==> src/hw/rtl/mep_pkg.sv <==
// ----------------------------------------------------------------------------
// mep_pkg
// Shared types and constants of the Mandelbrot escape-time pixel engine.
// ----------------------------------------------------------------------------
package mep_pkg;

  // Widths fixed by the transaction fields
  localparam int unsigned ColW      = 11;
  localparam int unsigned IterW     = 6;
  localparam int unsigned ColorW    = 17;
  localparam int unsigned AddrW     = 25;
  localparam int unsigned CoordW    = 32;
  localparam int unsigned CfgIdxW   = 3;
  localparam int unsigned CfgDataW  = 32;

  // Parameter defaults
  localparam int unsigned MaxIterDefault  = 31;
  localparam int unsigned FracBitsDefault = 28;

  // Register reset values
  localparam logic signed [31:0] CentreRealRst = -32'sd201326592;
  localparam logic signed [31:0] CentreImagRst = 32'sd0;
  localparam logic [30:0]        PixelStepRst  = 31'd1610613;
  localparam logic [11:0]        ImageColsRst  = 12'd512;
  localparam logic [11:0]        ImageRowsRst  = 12'd320;
  localparam logic [11:0]        OriginColRst  = 12'd80;
  localparam logic [11:0]        OriginRowRst  = 12'd80;
  localparam logic [12:0]        LinePitchRst  = 13'd1280;

  // Saturation limits of a plane coordinate
  localparam logic signed [CoordW-1:0] CoordMax = 32'sh7fff_ffff;
  localparam logic signed [CoordW-1:0] CoordMin = 32'sh8000_0000;

  typedef enum logic [CfgIdxW-1:0] {
    RegCentreReal = 3'd0,
    RegCentreImag = 3'd1,
    RegPixelStep  = 3'd2,
    RegImageCols  = 3'd3,
    RegImageRows  = 3'd4,
    RegOriginCol  = 3'd5,
    RegOriginRow  = 3'd6,
    RegLinePitch  = 3'd7
  } mep_reg_e;

  typedef struct packed {
    logic [ColW-1:0] pixel_col;
    logic [ColW-1:0] pixel_row;
  } mep_in_t;

  typedef struct packed {
    logic [IterW-1:0]  iterations;
    logic [ColorW-1:0] pixel_color;
    logic [AddrW-1:0]  frame_address;
  } mep_out_t;

  // Per-pixel sideband carried along the cell chain
  typedef struct packed {
    logic                     active;
    logic [IterW-1:0]         iter;
    logic signed [CoordW-1:0] cx;
    logic signed [CoordW-1:0] cy;
    logic [AddrW-1:0]         frame_address;
  } mep_tag_t;

endpackage

==> src/hw/rtl/mep_shade.sv <==
// ----------------------------------------------------------------------------
// mep_shade
// Color lookup from the escape count and the registered result.
// ----------------------------------------------------------------------------
module mep_shade import mep_pkg::*; #(
  parameter int unsigned MaxIter = MaxIterDefault
) (
  input  logic     clk_i,
  input  logic     rst_ni,
  input  logic     valid_i,
  input  mep_tag_t tag_i,
  output logic     done_o,
  output mep_out_t result_o
);

  localparam int unsigned TabDepth = 2 ** IterW;

  logic [ColorW-1:0] color_tab [TabDepth];

  // Red ramps over the full count, green over quarter steps
  for (genvar i = 0; i < TabDepth; i++) begin : g_tab
    localparam int unsigned Red   = (i * 256) / MaxIter;
    localparam int unsigned Green = ((i / 4) * 256) / (MaxIter / 4);
    assign color_tab[i] = ColorW'(Red + (Green * 256));
  end

  mep_out_t result_d, result_q;

  always_comb begin
    result_d.iterations    = tag_i.iter;
    result_d.pixel_color   = color_tab[tag_i.iter];
    result_d.frame_address = tag_i.frame_address;
  end

  always_ff @(posedge clk_i or negedge rst_ni) begin
    if (!rst_ni) begin
      done_o <= 1'b0;
    end else begin
      done_o <= valid_i;
    end
  end

  always_ff @(posedge clk_i) begin
    result_q <= result_d;
  end

  assign result_o = result_q;

endmodule

==> config.mk <==
export PLATFORM = sky130hd
export DESIGN_NAME = mep_shade
export DESIGN_NICKNAME = d
export VERILOG_FILES = /design/src/hw/rtl/mep_pkg.sv /design/src/hw/rtl/mep_shade.sv
export SDC_FILE = /design/constraint.sdc
export NUM_CORES = 1
export LEC_CHECK = 0
export BUFFER_PORTS_ARGS = -buffer_cell sky130_fd_sc_hd__buf_4
export CORE_ASPECT_RATIO = 0.8
export CORE_MARGIN = 5
export CORE_UTILIZATION = 37
export DETAILED_ROUTE_END_ITERATION = 10
export PLACE_DENSITY_LB_ADDON = 0.2
export SKIP_CTS_REPAIR_TIMING = 1
export SLEW_MARGIN = 0
export SYNTH_ARGS = -nofsm -noshare
export SYNTH_HDL_FRONTEND = slang
export SYNTH_SLANG_ARGS = --single-unit
==> constraint.sdc <==
create_clock -name clk_i -period 0.9 [get_ports clk_i]
set_input_delay 0.09 -clock clk_i [delete_from_list [all_inputs] [get_ports clk_i]]
set_output_delay 0.09 -clock clk_i [all_outputs]
set_load 0.03 [all_outputs]
# After elaboration in Yosys (flattened, before gate mapping)
# Memories as Yosys holds them, arrays and structs flattened. A register that Yosys moved wholly into a read port is not among the register bits.
# Cells that the tools add are included.
# word_totals
wordCells,5
in_bits,99
mem_bits_ro,1088
mem_count,1
register_bits,32
# op_classes
bitwise_logic,1
# mem_list
memory,depth,word_bits,rd,rd_ports_with_merged_regs,wr,line_no,rtl
(name not given),64,17,1,1,0,mep_shade.sv:31,result_d.pixel_color = color_tab[tag_i.iter];
# ops
operator,count
$not 6->7,1

# Logic depth before layout (Yosys ltp)
# depth
depth_word,1
ltp_mapped,5
depth_no_buf,5

# Worst setup path before layout
# Ideal clock, no wire load.
# synth_timing
kind,input-to-reg
from,in tag_i[91] in the netlist's numbering
to,"reg, netlist name result_o[39]"
setup_slack_ns,-0.095
path_buffers,0
setup_ns,0.134
arrival_ns,0.861
required_ns,0.766
stages,3
path_cell_list,inv_1 -> ha_1 -> mux4_2
# synth_between
elab_chain_len,1
# synth_rtl
item,line_no,rtl
from (decl),mep_shade.sv:11,"input mep_tag_t tag_i,"
$not 6->7 (not written as such),mep_shade.sv:31,
# Every way passes these cells.

# Worst setup path in the final report
# layout_timing
from,reg result_q (netlist bit result_o[24])
to,out result_o[24] in the netlist's numbering
# layout_lines
item,line_no,rtl
from (decl),mep_shade.sv:27,"mep_out_t result_d, result_q;"
from (signal assigned),mep_shade.sv:44,result_q <= result_d;
to (decl),mep_shade.sv:13,output mep_out_t result_o
# No word-level cell between the ends.

==> flow_metrics.py <==
metrics = {
    "timing": {
        "maxSlewViolCount": 0,
        "layout_min_cycle_time_ns": 0.8966,
        "max_freq_mhz": 1115,
        "tightest_slew_ns": 0.2601,
        "period_share": 0.9962,
        "timing.final.ws_setup_ns": 0.003404,
        "finalHoldViolCount": 0,
        "maxSlewHeadroom": 0.8239,
        "setup_viol": 0,
        "rsz0062_at_grt": "yes",
    },
    "worst_setup_path": {
        "crit_required_ns": 0.81,
        "crit_slowest_cell": "dfxtp_1",
        "worstSetupPathType": "reg2out",
        "cp_num_buf_inv": 1,
        "crit_path_cell_trace": "buf_4",
        "cpPeakStageDelay_ns": 0.35,
        "endpoint_kind": "primary output",
        "cp_data_arrival_time_ns": 0.81,
        "cp_top_family": "flip-flops",
        "startpoint_type": "flip-flop",
        "path_max_fanout": 1,
    },
    "route": {
        "drc": 0,
        "firstDrtPassIters": 4,
        "viasPerCell": 4.330,
        "postRouteAntennaNets": 0,
        "drtIter0Drc": 36,
        "vias": 1286,
        "post_drt_wl_per_cell_um": 14.44,
        "drt_wl_total_um": 4289,
    },
    "floorplanning": {
        "die_x_um": 79.54,
        "initial_core_util": 0.3788,
        "placementRows": 20,
        "die_y_um": 65.63,
        "ios": 148,
        "die_area_mm2": 0.005220,
        "core_mm2": 0.003779,
    },
    "layout": {
        "design_area_mm2": 0.002645,
        "drive_gt1_frac": 0.5041,
        "syn_to_final_growth_pct": 84.79,
        "antennaDiodeCount": 0,
        "fill_cells": 270,
        "fin_nets": 349,
        "multiInputGateArea_um2": 478.0,
        "regArea_um2": 892.1,
    },
    "status": {
        "outcome": "complete, no violations",
    },
    "yosys": {
        "synth_cells": 118,
        "yosys.cell_types.count": 30,
        "synth_edf_count": 0,
        "ys.flop_type": "dfxtp_1",
        "synth_area_per_cell_um2": 12.13,
        "synth_area_leaders": "dfxtp_1 (60%), ha_1 (7.9%), buf_4 (3.1%), mux4_2 (3.1%), mux2i_1 (2.8%)",
        "synth.most_common_cell": "dfxtp_1",
        "synthesis.area_mm2": 0.001431,
        "ys_warn_count": 0,
        "ys_seq_area_frac": 0.6189,
        "async_reset_ff_frac": 0.02273,
        "synth_top_area_frac": 0.6014,
        "synth.largest_area_cell": "dfxtp_1",
        "synth-seq-cells": 44,
        "synth_nets": 226,
        "yosys-top-cells-count": "dfxtp_1 (43), ha_1 (9), nand2_1 (8), inv_1 (7), o21ai_0 (7)",
    },
    "power": {
        "pwr-share-clk": 0.274,
        "cellPowerDensity_mw_per_mm2": 1680,
        "p_comb_frac": 0.245,
        "swShare": 0.2759,
        "p_leak_nw": 1.264,
        "peakVddDrop_mv": 0.7732,
        "p_int_w": 0.003218,
        "switchingPower_w": 0.001226,
        "pwr-share-seq": 0.481,
    },
    "global_route": {
        "grt_pass1_wl_um": 5706,
        "gr-total-overflow": 0,
        "grt_max_degree": 18,
        "grt_pass1_vias": 1184,
        "grt_antenna_before_repair": 0,
        "grt_use_total": 0.1431,
    },
    "hold_path": {
        "min_path_type": "in2reg",
    },
    "place": {
        "numPortBuffers": 82,
        "gp_congestion": 0.8042,
        "dpl_cell_area_mm2": 0.002205,
        "dpl.hpwl_um": 2829,
        "detailedPlace.worstSlack_ns": -0.2096,
    },
    "cts": {
        "clock_path_buffers": 2,
        "htreeDepth": 2,
        "cts_root_buf": "clkbuf_8",
        "cts_tree": "yes",
        "cts_buffers": 5,
        "path_clk_slew_ns": 0.08,
        "clock-sinks": 44,
    },
    "job": {
        "drv_cap": 0,
    },
}
-- power groups by stage --
stage,sequential (W),clock (W),combinational (W)
2_1_floorplan,0.00243,0,0.000254
3_5_place_dp,0.00217,0,0.000953
5_1_grt,0.00215,0.00136,0.00116
3_3_place_gp,0.00216,0,0.000936
4_1_cts,0.00212,0.00126,0.000957
6_report,0.00214,0.00122,0.00109
-- kinds of logic after synthesis --
kind of cell | Yosys count | synth area share
AOI/OAI and AO/OA | 23 | 0.1032
adders and majority gates | 9 | 0.07867
buffers and inverters | 18 | 0.06643
DFF | 44 | 0.6189
muxes | 7 | 0.06993
and+or+nand+nor | 17 | 0.06295
-- layer usage --
layer | GRT usage | vias to the layer above | routed length, um
met5 | 0 | - | 0
met4 | 0.05794 | 0 | 36
met3 | 0.05479 | 2 | 338
met2 | 0.2375 | 56 | 2179
met1 | 0.1654 | 586 | 1735
li1 | - | 642 | -
-- flip-flops by register name (all words and copies together), names as in the netlist --
| signal | count |
|---|---|
| result_o | 43 |
| done_o | 1 |
-- cells in the final DEF (no fill, tap or decap), types with 2 or more instances in the layout --
cell,count
buf_4,85
nand3_1,3
dlygate4sd3_1,29
clkbuf_8,6
ha_1,6
a21oi_1,3
buf_6,13
ha_4,2
mux2i_1,4
mux4_2,2
a31oi_1,4
nand2_1,8
inv_1,3
o21ai_0,7
inv_4,3
clkinv_2,2
dfxtp_2,5
dfxtp_1,38
-- layout make-up --
type	count	area share
inverters	7	0.01466
flip-flops and latches	44	0.3373
multi-input cells	56	0.1807
clock inverters	2	0.003784
clock buffers	6	0.03122
well taps	55	0.02602
repair buffers	127	0.4063
-- per-stage QoR --
step	cells	setup TNS, ns	utilization	hold WS, ns	total power, W
after floorplan	118	0	-	-0.2056	0.002680
after global placement	260	-1.058	0.5834	-0.1345	0.003099
after detailed placement	260	-1.334	0.5834	-0.1344	0.003119
after CTS	268	-0.1081	0.6079	-0.4448	0.004338
after global routing	297	-0.1278	0.7000	0.03106	0.004673
final	297	0	0.7000	0.04265	0.004444
-- path summary, 6_finish.rpt --
kind / cells past startpoint / from / slack [ns] / endpoint
max in group asynchronous: 2 / rst_ni / 0.70 / done_o
min in group asynchronous: 2 / rst_ni / 0.12 / done_o
max: 1 / result_o[24] / 0.003 / result_o[24]
min: 1 / tag_i[93] / 0.04 / result_o[46]
(Power assumes the default switching activity.)
