**src/hw/rtl/mep_pkg.sv**
```systemverilog
// ----------------------------------------------------------------------------
// mep_pkg
// Shared types and constants of the Mandelbrot escape-time pixel engine.
// ----------------------------------------------------------------------------
package mep_pkg;

  // Widths fixed by the transaction fields
  localparam int unsigned ColW      = 11;
  localparam int unsigned IterW     = 6;
  localparam int unsigned ColorW    = 17;
  localparam int unsigned AddrW     = 25;
  localparam int unsigned CoordW    = 32;
  localparam int unsigned CfgIdxW   = 3;
  localparam int unsigned CfgDataW  = 32;

  // Parameter defaults
  localparam int unsigned MaxIterDefault  = 31;
  localparam int unsigned FracBitsDefault = 28;

  // Register reset values
  localparam logic signed [31:0] CentreRealRst = -32'sd201326592;
  localparam logic signed [31:0] CentreImagRst = 32'sd0;
  localparam logic [30:0]        PixelStepRst  = 31'd1610613;
  localparam logic [11:0]        ImageColsRst  = 12'd512;
  localparam logic [11:0]        ImageRowsRst  = 12'd320;
  localparam logic [11:0]        OriginColRst  = 12'd80;
  localparam logic [11:0]        OriginRowRst  = 12'd80;
  localparam logic [12:0]        LinePitchRst  = 13'd1280;

  // Saturation limits of a plane coordinate
  localparam logic signed [CoordW-1:0] CoordMax = 32'sh7fff_ffff;
  localparam logic signed [CoordW-1:0] CoordMin = 32'sh8000_0000;

  typedef enum logic [CfgIdxW-1:0] {
    RegCentreReal = 3'd0,
    RegCentreImag = 3'd1,
    RegPixelStep  = 3'd2,
    RegImageCols  = 3'd3,
    RegImageRows  = 3'd4,
    RegOriginCol  = 3'd5,
    RegOriginRow  = 3'd6,
    RegLinePitch  = 3'd7
  } mep_reg_e;

  typedef struct packed {
    logic [ColW-1:0] pixel_col;
    logic [ColW-1:0] pixel_row;
  } mep_in_t;

  typedef struct packed {
    logic [IterW-1:0]  iterations;
    logic [ColorW-1:0] pixel_color;
    logic [AddrW-1:0]  frame_address;
  } mep_out_t;

  // Per-pixel sideband carried along the cell chain
  typedef struct packed {
    logic                     active;
    logic [IterW-1:0]         iter;
    logic signed [CoordW-1:0] cx;
    logic signed [CoordW-1:0] cy;
    logic [AddrW-1:0]         frame_address;
  } mep_tag_t;

endpackage

```
**src/hw/rtl/mep_front.sv**
```systemverilog
// ----------------------------------------------------------------------------
// mep_front
// Register file, plane coordinate and frame address of an accepted pixel.
// ----------------------------------------------------------------------------
module mep_front import mep_pkg::*; (
  input  logic                clk_i,
  input  logic                rst_ni,
  input  logic                cfg_we_i,
  input  logic [CfgIdxW-1:0]  cfg_idx_i,
  input  logic [CfgDataW-1:0] cfg_data_i,
  input  logic                accept_i,
  input  mep_in_t             pixel_i,
  output logic                valid_o,
  output mep_tag_t            tag_o
);

  logic signed [31:0] centre_real_q, centre_imag_q;
  logic [30:0]        pixel_step_q;
  logic [11:0]        image_cols_q, image_rows_q, origin_col_q, origin_row_q;
  logic [12:0]        line_pitch_q;

  always_ff @(posedge clk_i or negedge rst_ni) begin
    if (!rst_ni) begin
      centre_real_q <= CentreRealRst;
      centre_imag_q <= CentreImagRst;
      pixel_step_q  <= PixelStepRst;
      image_cols_q  <= ImageColsRst;
      image_rows_q  <= ImageRowsRst;
      origin_col_q  <= OriginColRst;
      origin_row_q  <= OriginRowRst;
      line_pitch_q  <= LinePitchRst;
    end else if (cfg_we_i) begin
      case (mep_reg_e'(cfg_idx_i))
        RegCentreReal: centre_real_q <= $signed(cfg_data_i[31:0]);
        RegCentreImag: centre_imag_q <= $signed(cfg_data_i[31:0]);
        RegPixelStep:  pixel_step_q  <= cfg_data_i[30:0];
        RegImageCols:  image_cols_q  <= cfg_data_i[11:0];
        RegImageRows:  image_rows_q  <= cfg_data_i[11:0];
        RegOriginCol:  origin_col_q  <= cfg_data_i[11:0];
        RegOriginRow:  origin_row_q  <= cfg_data_i[11:0];
        RegLinePitch:  line_pitch_q  <= cfg_data_i[12:0];
        default: ;
      endcase
    end
  end

  // Stage 0: offsets from the image centre, scaled by the pixel step, and the origin-shifted row and column
  logic signed [11:0] dx, dy;
  logic signed [43:0] prod_x_d, prod_y_d, prod_x_q, prod_y_q;
  logic [12:0]        row_sum_d, col_sum_d, row_sum_q, col_sum_q;
  logic               valid0_q;

  always_comb begin
    dx        = $signed({1'b0, pixel_i.pixel_col}) - $signed({1'b0, image_cols_q[11:1]});
    dy        = $signed({1'b0, pixel_i.pixel_row}) - $signed({1'b0, image_rows_q[11:1]});
    prod_x_d  = 44'(dx) * 44'($signed({1'b0, pixel_step_q}));
    prod_y_d  = 44'(dy) * 44'($signed({1'b0, pixel_step_q}));
    row_sum_d = {1'b0, origin_row_q} + {2'b0, pixel_i.pixel_row};
    col_sum_d = {1'b0, origin_col_q} + {2'b0, pixel_i.pixel_col};
  end

  always_ff @(posedge clk_i or negedge rst_ni) begin
    if (!rst_ni) begin
      valid0_q <= 1'b0;
    end else begin
      valid0_q <= accept_i;
    end
  end

  always_ff @(posedge clk_i) begin
    prod_x_q  <= prod_x_d;
    prod_y_q  <= prod_y_d;
    row_sum_q <= row_sum_d;
    col_sum_q <= col_sum_d;
  end

  // Stage 1: add the centre, saturate, form the frame address
  logic signed [44:0] sum_x, sum_y;
  logic [25:0]        addr_full;
  mep_tag_t           tag_d, tag_q;
  logic               valid1_q;

  always_comb begin
    sum_x     = 45'(centre_real_q) + 45'(prod_x_q);
    sum_y     = 45'(centre_imag_q) + 45'(prod_y_q);
    addr_full = {13'd0, row_sum_q} * {13'd0, line_pitch_q} + {13'd0, col_sum_q};
    tag_d               = '0;
    tag_d.active        = 1'b1;
    tag_d.iter          = '0;
    tag_d.frame_address = addr_full[AddrW-1:0];
    if ((&sum_x[44:31]) || !(|sum_x[44:31])) begin
      tag_d.cx = sum_x[31:0];
    end else begin
      tag_d.cx = sum_x[44] ? CoordMin : CoordMax;
    end
    if ((&sum_y[44:31]) || !(|sum_y[44:31])) begin
      tag_d.cy = sum_y[31:0];
    end else begin
      tag_d.cy = sum_y[44] ? CoordMin : CoordMax;
    end
  end

  always_ff @(posedge clk_i or negedge rst_ni) begin
    if (!rst_ni) begin
      valid1_q <= 1'b0;
    end else begin
      valid1_q <= valid0_q;
    end
  end

  always_ff @(posedge clk_i) begin
    tag_q <= tag_d;
  end

  assign valid_o = valid1_q;
  assign tag_o   = tag_q;

endmodule

```
**config.mk**
```make
export PLATFORM = sky130hd
export DESIGN_NAME = mep_front
export DESIGN_NICKNAME = d
export VERILOG_FILES = /design/src/hw/rtl/mep_pkg.sv /design/src/hw/rtl/mep_front.sv
export SDC_FILE = /design/constraint.sdc
export NUM_CORES = 2
export LEC_CHECK = 0
export ABC_AREA = 1
export BUFFER_PORTS_ARGS = -buffer_cell sky130_fd_sc_hd__buf_4
export CORE_UTILIZATION = 55
export CTS_BUF_LIST = sky130_fd_sc_hd__clkbuf_16
export CTS_CLUSTER_DIAMETER = 120
export DETAILED_ROUTE_END_ITERATION = 6
export HOLD_SLACK_MARGIN = 0.15
export PLACE_DENSITY_LB_ADDON = 0.12
export SLEW_MARGIN = 20
export SYNTH_ARGS = -nofsm -noshare
export SYNTH_HDL_FRONTEND = slang
export SYNTH_SLANG_ARGS = --single-unit
export TNS_END_PERCENT = 50
```
**constraint.sdc**
```tcl
create_clock -name clk_i -period 8.6 [get_ports clk_i]
set_input_delay 0.43 -clock clk_i [delete_from_list [all_inputs] [get_ports clk_i]]
set_output_delay 0.43 -clock clk_i [all_outputs]
set_load 0.005 [all_outputs]
```
# --- Word level (Yosys, flattened, before mapping) ---
# Index checks and enable logic that the tools add are counted.
word_totals:
  register_bits: 361
  input_bits: 61
  output_inout_bits: 97
classes:
  n_addsub: 7
  n_mul: 3
  n_eq_ne: 7
  n_mux: 4
  n_reduce_logical: 17
op_table:
  columns: ["op", "n"]
  rows:
  - ["32-bit two-way mux", 4]
  - ["32-bit by 44-bit adder with 45-bit output", 2]
  - ["12-bit by 32-bit multiplier with 44-bit output", 2]
  - ["14-bit AND reduction", 2]
  - ["14-bit OR reduction", 2]
  - ["12-bit by 11-bit adder with 13-bit output", 2]
  - ["25-bit by 13-bit adder with 25-bit output", 1]
  - ["13-bit by 13-bit multiplier with 25-bit output", 1]
  - ["11-bit by 11-bit subtractor with 12-bit output", 2]
  - ["2-bit AND reduction", 8]
  - ["3-bit equality test, second input constant", 4]
  - ["3-bit by 2-bit equality test with 1-bit output, second input constant", 2]
  - ["3-bit by 1-bit equality test with 1-bit output, second input constant", 1]
  - ["3-bit logical NOT", 1]
  - ["1-bit logical NOT", 2]
  - ["1-bit logical OR", 2]

# --- Logic depth before layout (Yosys ltp) ---
depth:
  word_depth: 5
  mapped_depth: 36

# --- Worst setup path before layout ---
# Ideal clock, no wire load.
synth_timing:
  path_kind: "register to register"
  start: "register image_rows_q[6]"
  end: "register prod_y_q[36]"
  setup_ns: 0.112
  arrival_ns: 6.327
  required_time_ns: 8.488
  slack_ns: 2.161
  stages_incl_launch_ff: 34
  path_buffers: 1
  cell_sequence: "dfstp_2 -> inv_1 -> ha_1 -> inv_1 -> o221ai_1 -> a21oi_1 -> or2_1 -> nand2_1 -> a21oi_1 -> or2_1 -> nand2_1 -> inv_2 -> buf_2 -> nand2_1 -> fa_1 -> fa_1 -> inv_1 -> fa_1 -> fa_1 -> inv_1 -> fa_1 -> inv_1 -> ha_1 -> nand2_1 -> nor2_1 -> nand2_1 -> nand3_1 -> a21oi_1 -> o21ai_0 -> a21boi_0 -> o21ai_0 -> nand2_1 -> nand3_1 -> nand2_1"
synth_via:
  elab_chain_cells: 2
synth_rtl:
  columns: ["element", "line", "source"]
  rows:
  - ["start: declaration", "mep_front.sv:19", "logic [11:0] image_cols_q, image_rows_q, origin_col_q, origin_row_q;"]
  - ["start signal: assignment", "mep_front.sv:28", "image_rows_q <= ImageRowsRst;"]
  - ["start signal: assignment", "mep_front.sv:38", "RegImageRows: image_rows_q <= cfg_data_i[11:0];"]
  - ["11-bit by 11-bit subtractor with 12-bit output", "mep_front.sv:55", "dy = $signed({1'b0, pixel_i.pixel_row}) - $signed({1'b0, image_rows_q[11:1]});"]
  - ["12-bit by 32-bit multiplier with 44-bit output", "mep_front.sv:57", "prod_y_d = 44'(dy) * 44'($signed({1'b0, pixel_step_q}));"]
  - ["named net prod_y_d[36]", "mep_front.sv:49", "logic signed [43:0] prod_x_d, prod_y_d, prod_x_q, prod_y_q;"]
  - ["end signal: assignment", "mep_front.sv:72", "prod_y_q <= prod_y_d;"]
  - ["end: declaration", "mep_front.sv:49", null]
# The timed path passes the listed nets, and every way through them passes these cells.
# A chain may end at the register's enable or synchronous reset.

# --- Worst setup path in the final report ---
layout_timing:
  start: "input port pixel_i[0] (netlist name)"
  end: "register prod_y_q[36]"
layout_via:
  elab_chain_cells: 2
layout_rtl:
  columns: ["element", "line", "source"]
  rows:
  - ["start: declaration", "mep_front.sv:12", "input mep_in_t pixel_i,"]
  - ["11-bit by 11-bit subtractor with 12-bit output", "mep_front.sv:55", null]
  - ["12-bit by 32-bit multiplier with 44-bit output", "mep_front.sv:57", null]
  - ["named net prod_y_d[36]", "mep_front.sv:49", null]
# The timed path passes the listed nets, and every way through them passes these cells.

==> results.yml <==
outcome:
  status: "finished, violations left"
  violations: "design-rule violations"
timing:
  fin_crit_sh_pct: 91.2
  tightest_slew_ns: 1.14
  setup_violations: 0
  setup_tns_ns: 0
  max_freq_mhz: 128
  rsz0062_at_grt: "no"
  holdWs_ns: 0.172
  slew_headroom_pct: 23.9
  clock_skew_ns: 0.0473
  final_max_slew_viol_count: 0
  min_period_ns: 7.84
  hold_viol_final: 0
synth:
  synth-seq-area-share_pct: 16.1
  ys_seq_elements: 359
  syn_inst: 6599
  synth-main-ff-cell: "dfxtp_1"
  ys_types: 51
  ys_warn_count: 0
  synth-edff-count: 0
  synthArstFlopShare_pct: 43.5
  syn-cell-area_um2: 49500
  synth.avg_cell_area_um2: 7.51
die:
  io_pins: 158
  die_area_um2: 91300
  start_util_pct: 55.8
  die_x_um: 302
  fp-row-count: 109
  die_h_um: 302
  core-area_um2: 88800
worst_setup_path:
  regToRegSetupSlack_ns: 0.78
  crit_required_ns: 9.14
  crit_path_end: "prod_y_q[36]"
  crit_start: "pixel_i[0]"
  r2r-end: "prod_y_q[36]"
  critPathKind: "in -> reg"
  cp-end-kind: "flip-flop"
  slowest_delay_ns: 0.57
  cp_common_cell: "nand2_1"
  arrival_ns: 8.38
  cp_max_fo: 23
  ff2ff_path_depth: 32
  reg2reg_from: "image_rows_q[4]"
  startpoint_type: "primary input"
  slowest_stage: "inv_2"
cells_and_area:
  nets: 7895
  syn2layout_area_growth_pct: 7.62
  final_cell_area_um2: 53300
  instances_no_fill: 7874
  layout-drive-gt1-share_pct: 5.29
min_path:
  hp-class: "in -> reg"
  hp-start: "cfg_data_i[29]"
detailed_routing:
  ant_nets: 0
  wl_per_cell_um: 19.8
  via_per_inst: 5.37
  drc: 27
  vias: 42267
  drtPass1Iterations: 7
  initialDrtViolationCount: 3549
  wirelength_um: 156000
cts:
  cts_buffer_depth: 3
  cts_tree: "yes"
  postCtsSetupBuffers: 0
  cts_htree_levels: 2
  clock_latency_ns: 0.65
  ctsResizeCount: 0
  cts-root-buf: "clkbuf_16"
  path_clk_slew_ns: 0.06
  cts_buffers: 44
  cts_hold_buf: 13
  numClockSinks: 359
place:
  gp_congestion: 1.00
  port-buffer-count: 150
  place_area_um2: 51700
  place_hpwl_um: 127000
  dp.cells: 7777
global_routing:
  grt_max_degree: 80
  grt_pass1_wl_um: 244000
  grt_pass1_vias: 42918
  antenna_found_initial: 8
  globalRouteOverflowTotal: 0
  grt_usage_pct: 35.4
flow_run:
  cap_violations: 0
## Yosys cell counts, drive strengths merged (7+ instances only)
cell / n / area [um^2]
a31oi: 37 / 231
and2: 8 / 50.1
clkinv: 11 / 41.3
nor4: 7 / 43.8
nand2: 1872 / 7060
or2: 19 / 119
nor3: 25 / 125
nand3b: 16 / 128
nand4: 19 / 119
dfstp: 25 / 657
dfrtp: 131 / 3280
fa: 717 / 14400
o21a: 19 / 143
a21oi: 235 / 1180
inv: 1480 / 5560
buf: 34 / 240
o21bai: 17 / 128
clkbuf: 153 / 574
ha: 446 / 5580
a21boi: 7 / 52.6
nor2: 526 / 2030
dfxtp: 203 / 4060
o221ai: 7 / 61.3
o21ai: 235 / 1180
xnor2: 67 / 587
nand3: 140 / 731
xor2: 114 / 998
## state kept, by name, indices dropped and copies added, names as in the netlist, 31 cells and up
signal / count
tag_o: 89
prod_x_q: 44
prod_y_q: 44
centre_imag_q: 32
centre_real_q: 32
pixel_step_q: 31
## stage by stage
stage | utilization [%] | worst slack, ns
global route | 60.0 | 0.274
CTS | 60.0 | 0.948
detailed placement | 58.2 | 0.784
finish | 60.0 | 0.759
floorplan | - | 2.16
global placement | 58.2 | 0.853
## logic make-up (layout without fill, tap and decap cells)
kind of cell / Yosys count / in the layout / synth area share (%)
compound gates: 576 / 576 / 6.30
flops: 359 / 359 / 16.1
fa+ha+maj: 1163 / 1163 / 40.2
simple gates: 2640 / 2640 / 21.1
other cells: 2 / 9 / 0.0152
xor+xnor: 181 / 181 / 3.20
buf+inv: 1678 / 1781 / 12.9
## worst max-delay path, delay by kind of cell
| kind | cells | cell delay (ns) |
|---|---|---|
| simple gates | 12 | 1.42 |
| fa+ha+maj | 8 | 3.40 |
| buf+inv | 8 | 1.52 |
| compound gates | 6 | 1.60 |
## layout make-up
type | count | area [um^2]
well taps | 1165 | 1460
repair buffers | 208 | 1600
clock buffers | 44 | 1100
flip-flops and latches | 359 | 8000
inverters | 1491 | 5600
diodes | 2 | 5.00
multi-input cells | 4567 | 35200
clock inverters | 38 | 384
fillers | 8362 | 35500
## layer usage
layer	up-vias	part of all wire, %	global-route usage, %
li1	19752	-	-
met1	20427	40	45.5
met2	1660	46	57.4
met3	428	8.1	6.26
met4	0	5.6	17.8
met5	-	0	0
## worst min path at each step
stage / end / slack (ns) / cells after the start
final: centre_imag_q[29] / 0.17 / 3
after global routing: centre_imag_q[29] / 0.18 / 3
after CTS: pixel_step_q[18] / 0.16 / 3
after detailed placement: valid_o / 0.35 / 0
after global placement: valid_o / 0.33 / 0
after floorplan: centre_imag_q[0] / 0.13 / 0
## layout by cell type (no fill, tap or decap), types with 6 or more instances in the layout
master / count
nand3_1: 134
nor3_1: 24
xnor2_1: 67
or2_2: 11
o21bai_1: 17
o221ai_1: 7
nor2_1: 506
a21oi_1: 235
dlygate4sd3_1: 13
nand2_1: 1857
dfxtp_1: 203
xor2_1: 114
conb_1: 7
clkinv_1: 18
buf_4: 193
nor4_1: 7
clkbuf_16: 44
nand3b_1: 14
nand2_2: 12
fa_1: 717
ha_1: 446
inv_2: 12
a21o_1: 6
or2_1: 7
and2_1: 8
o21ai_0: 233
a21boi_0: 7
nand3_2: 6
o21a_1: 19
nor2_2: 18
nand4_1: 19
inv_1: 1478
and3_1: 6
dfrtp_1: 131
dfstp_2: 25
a31oi_1: 37
Power is not shown: default switching activity piles up to over one toggle a cycle in this logic, so the estimate is an artifact.
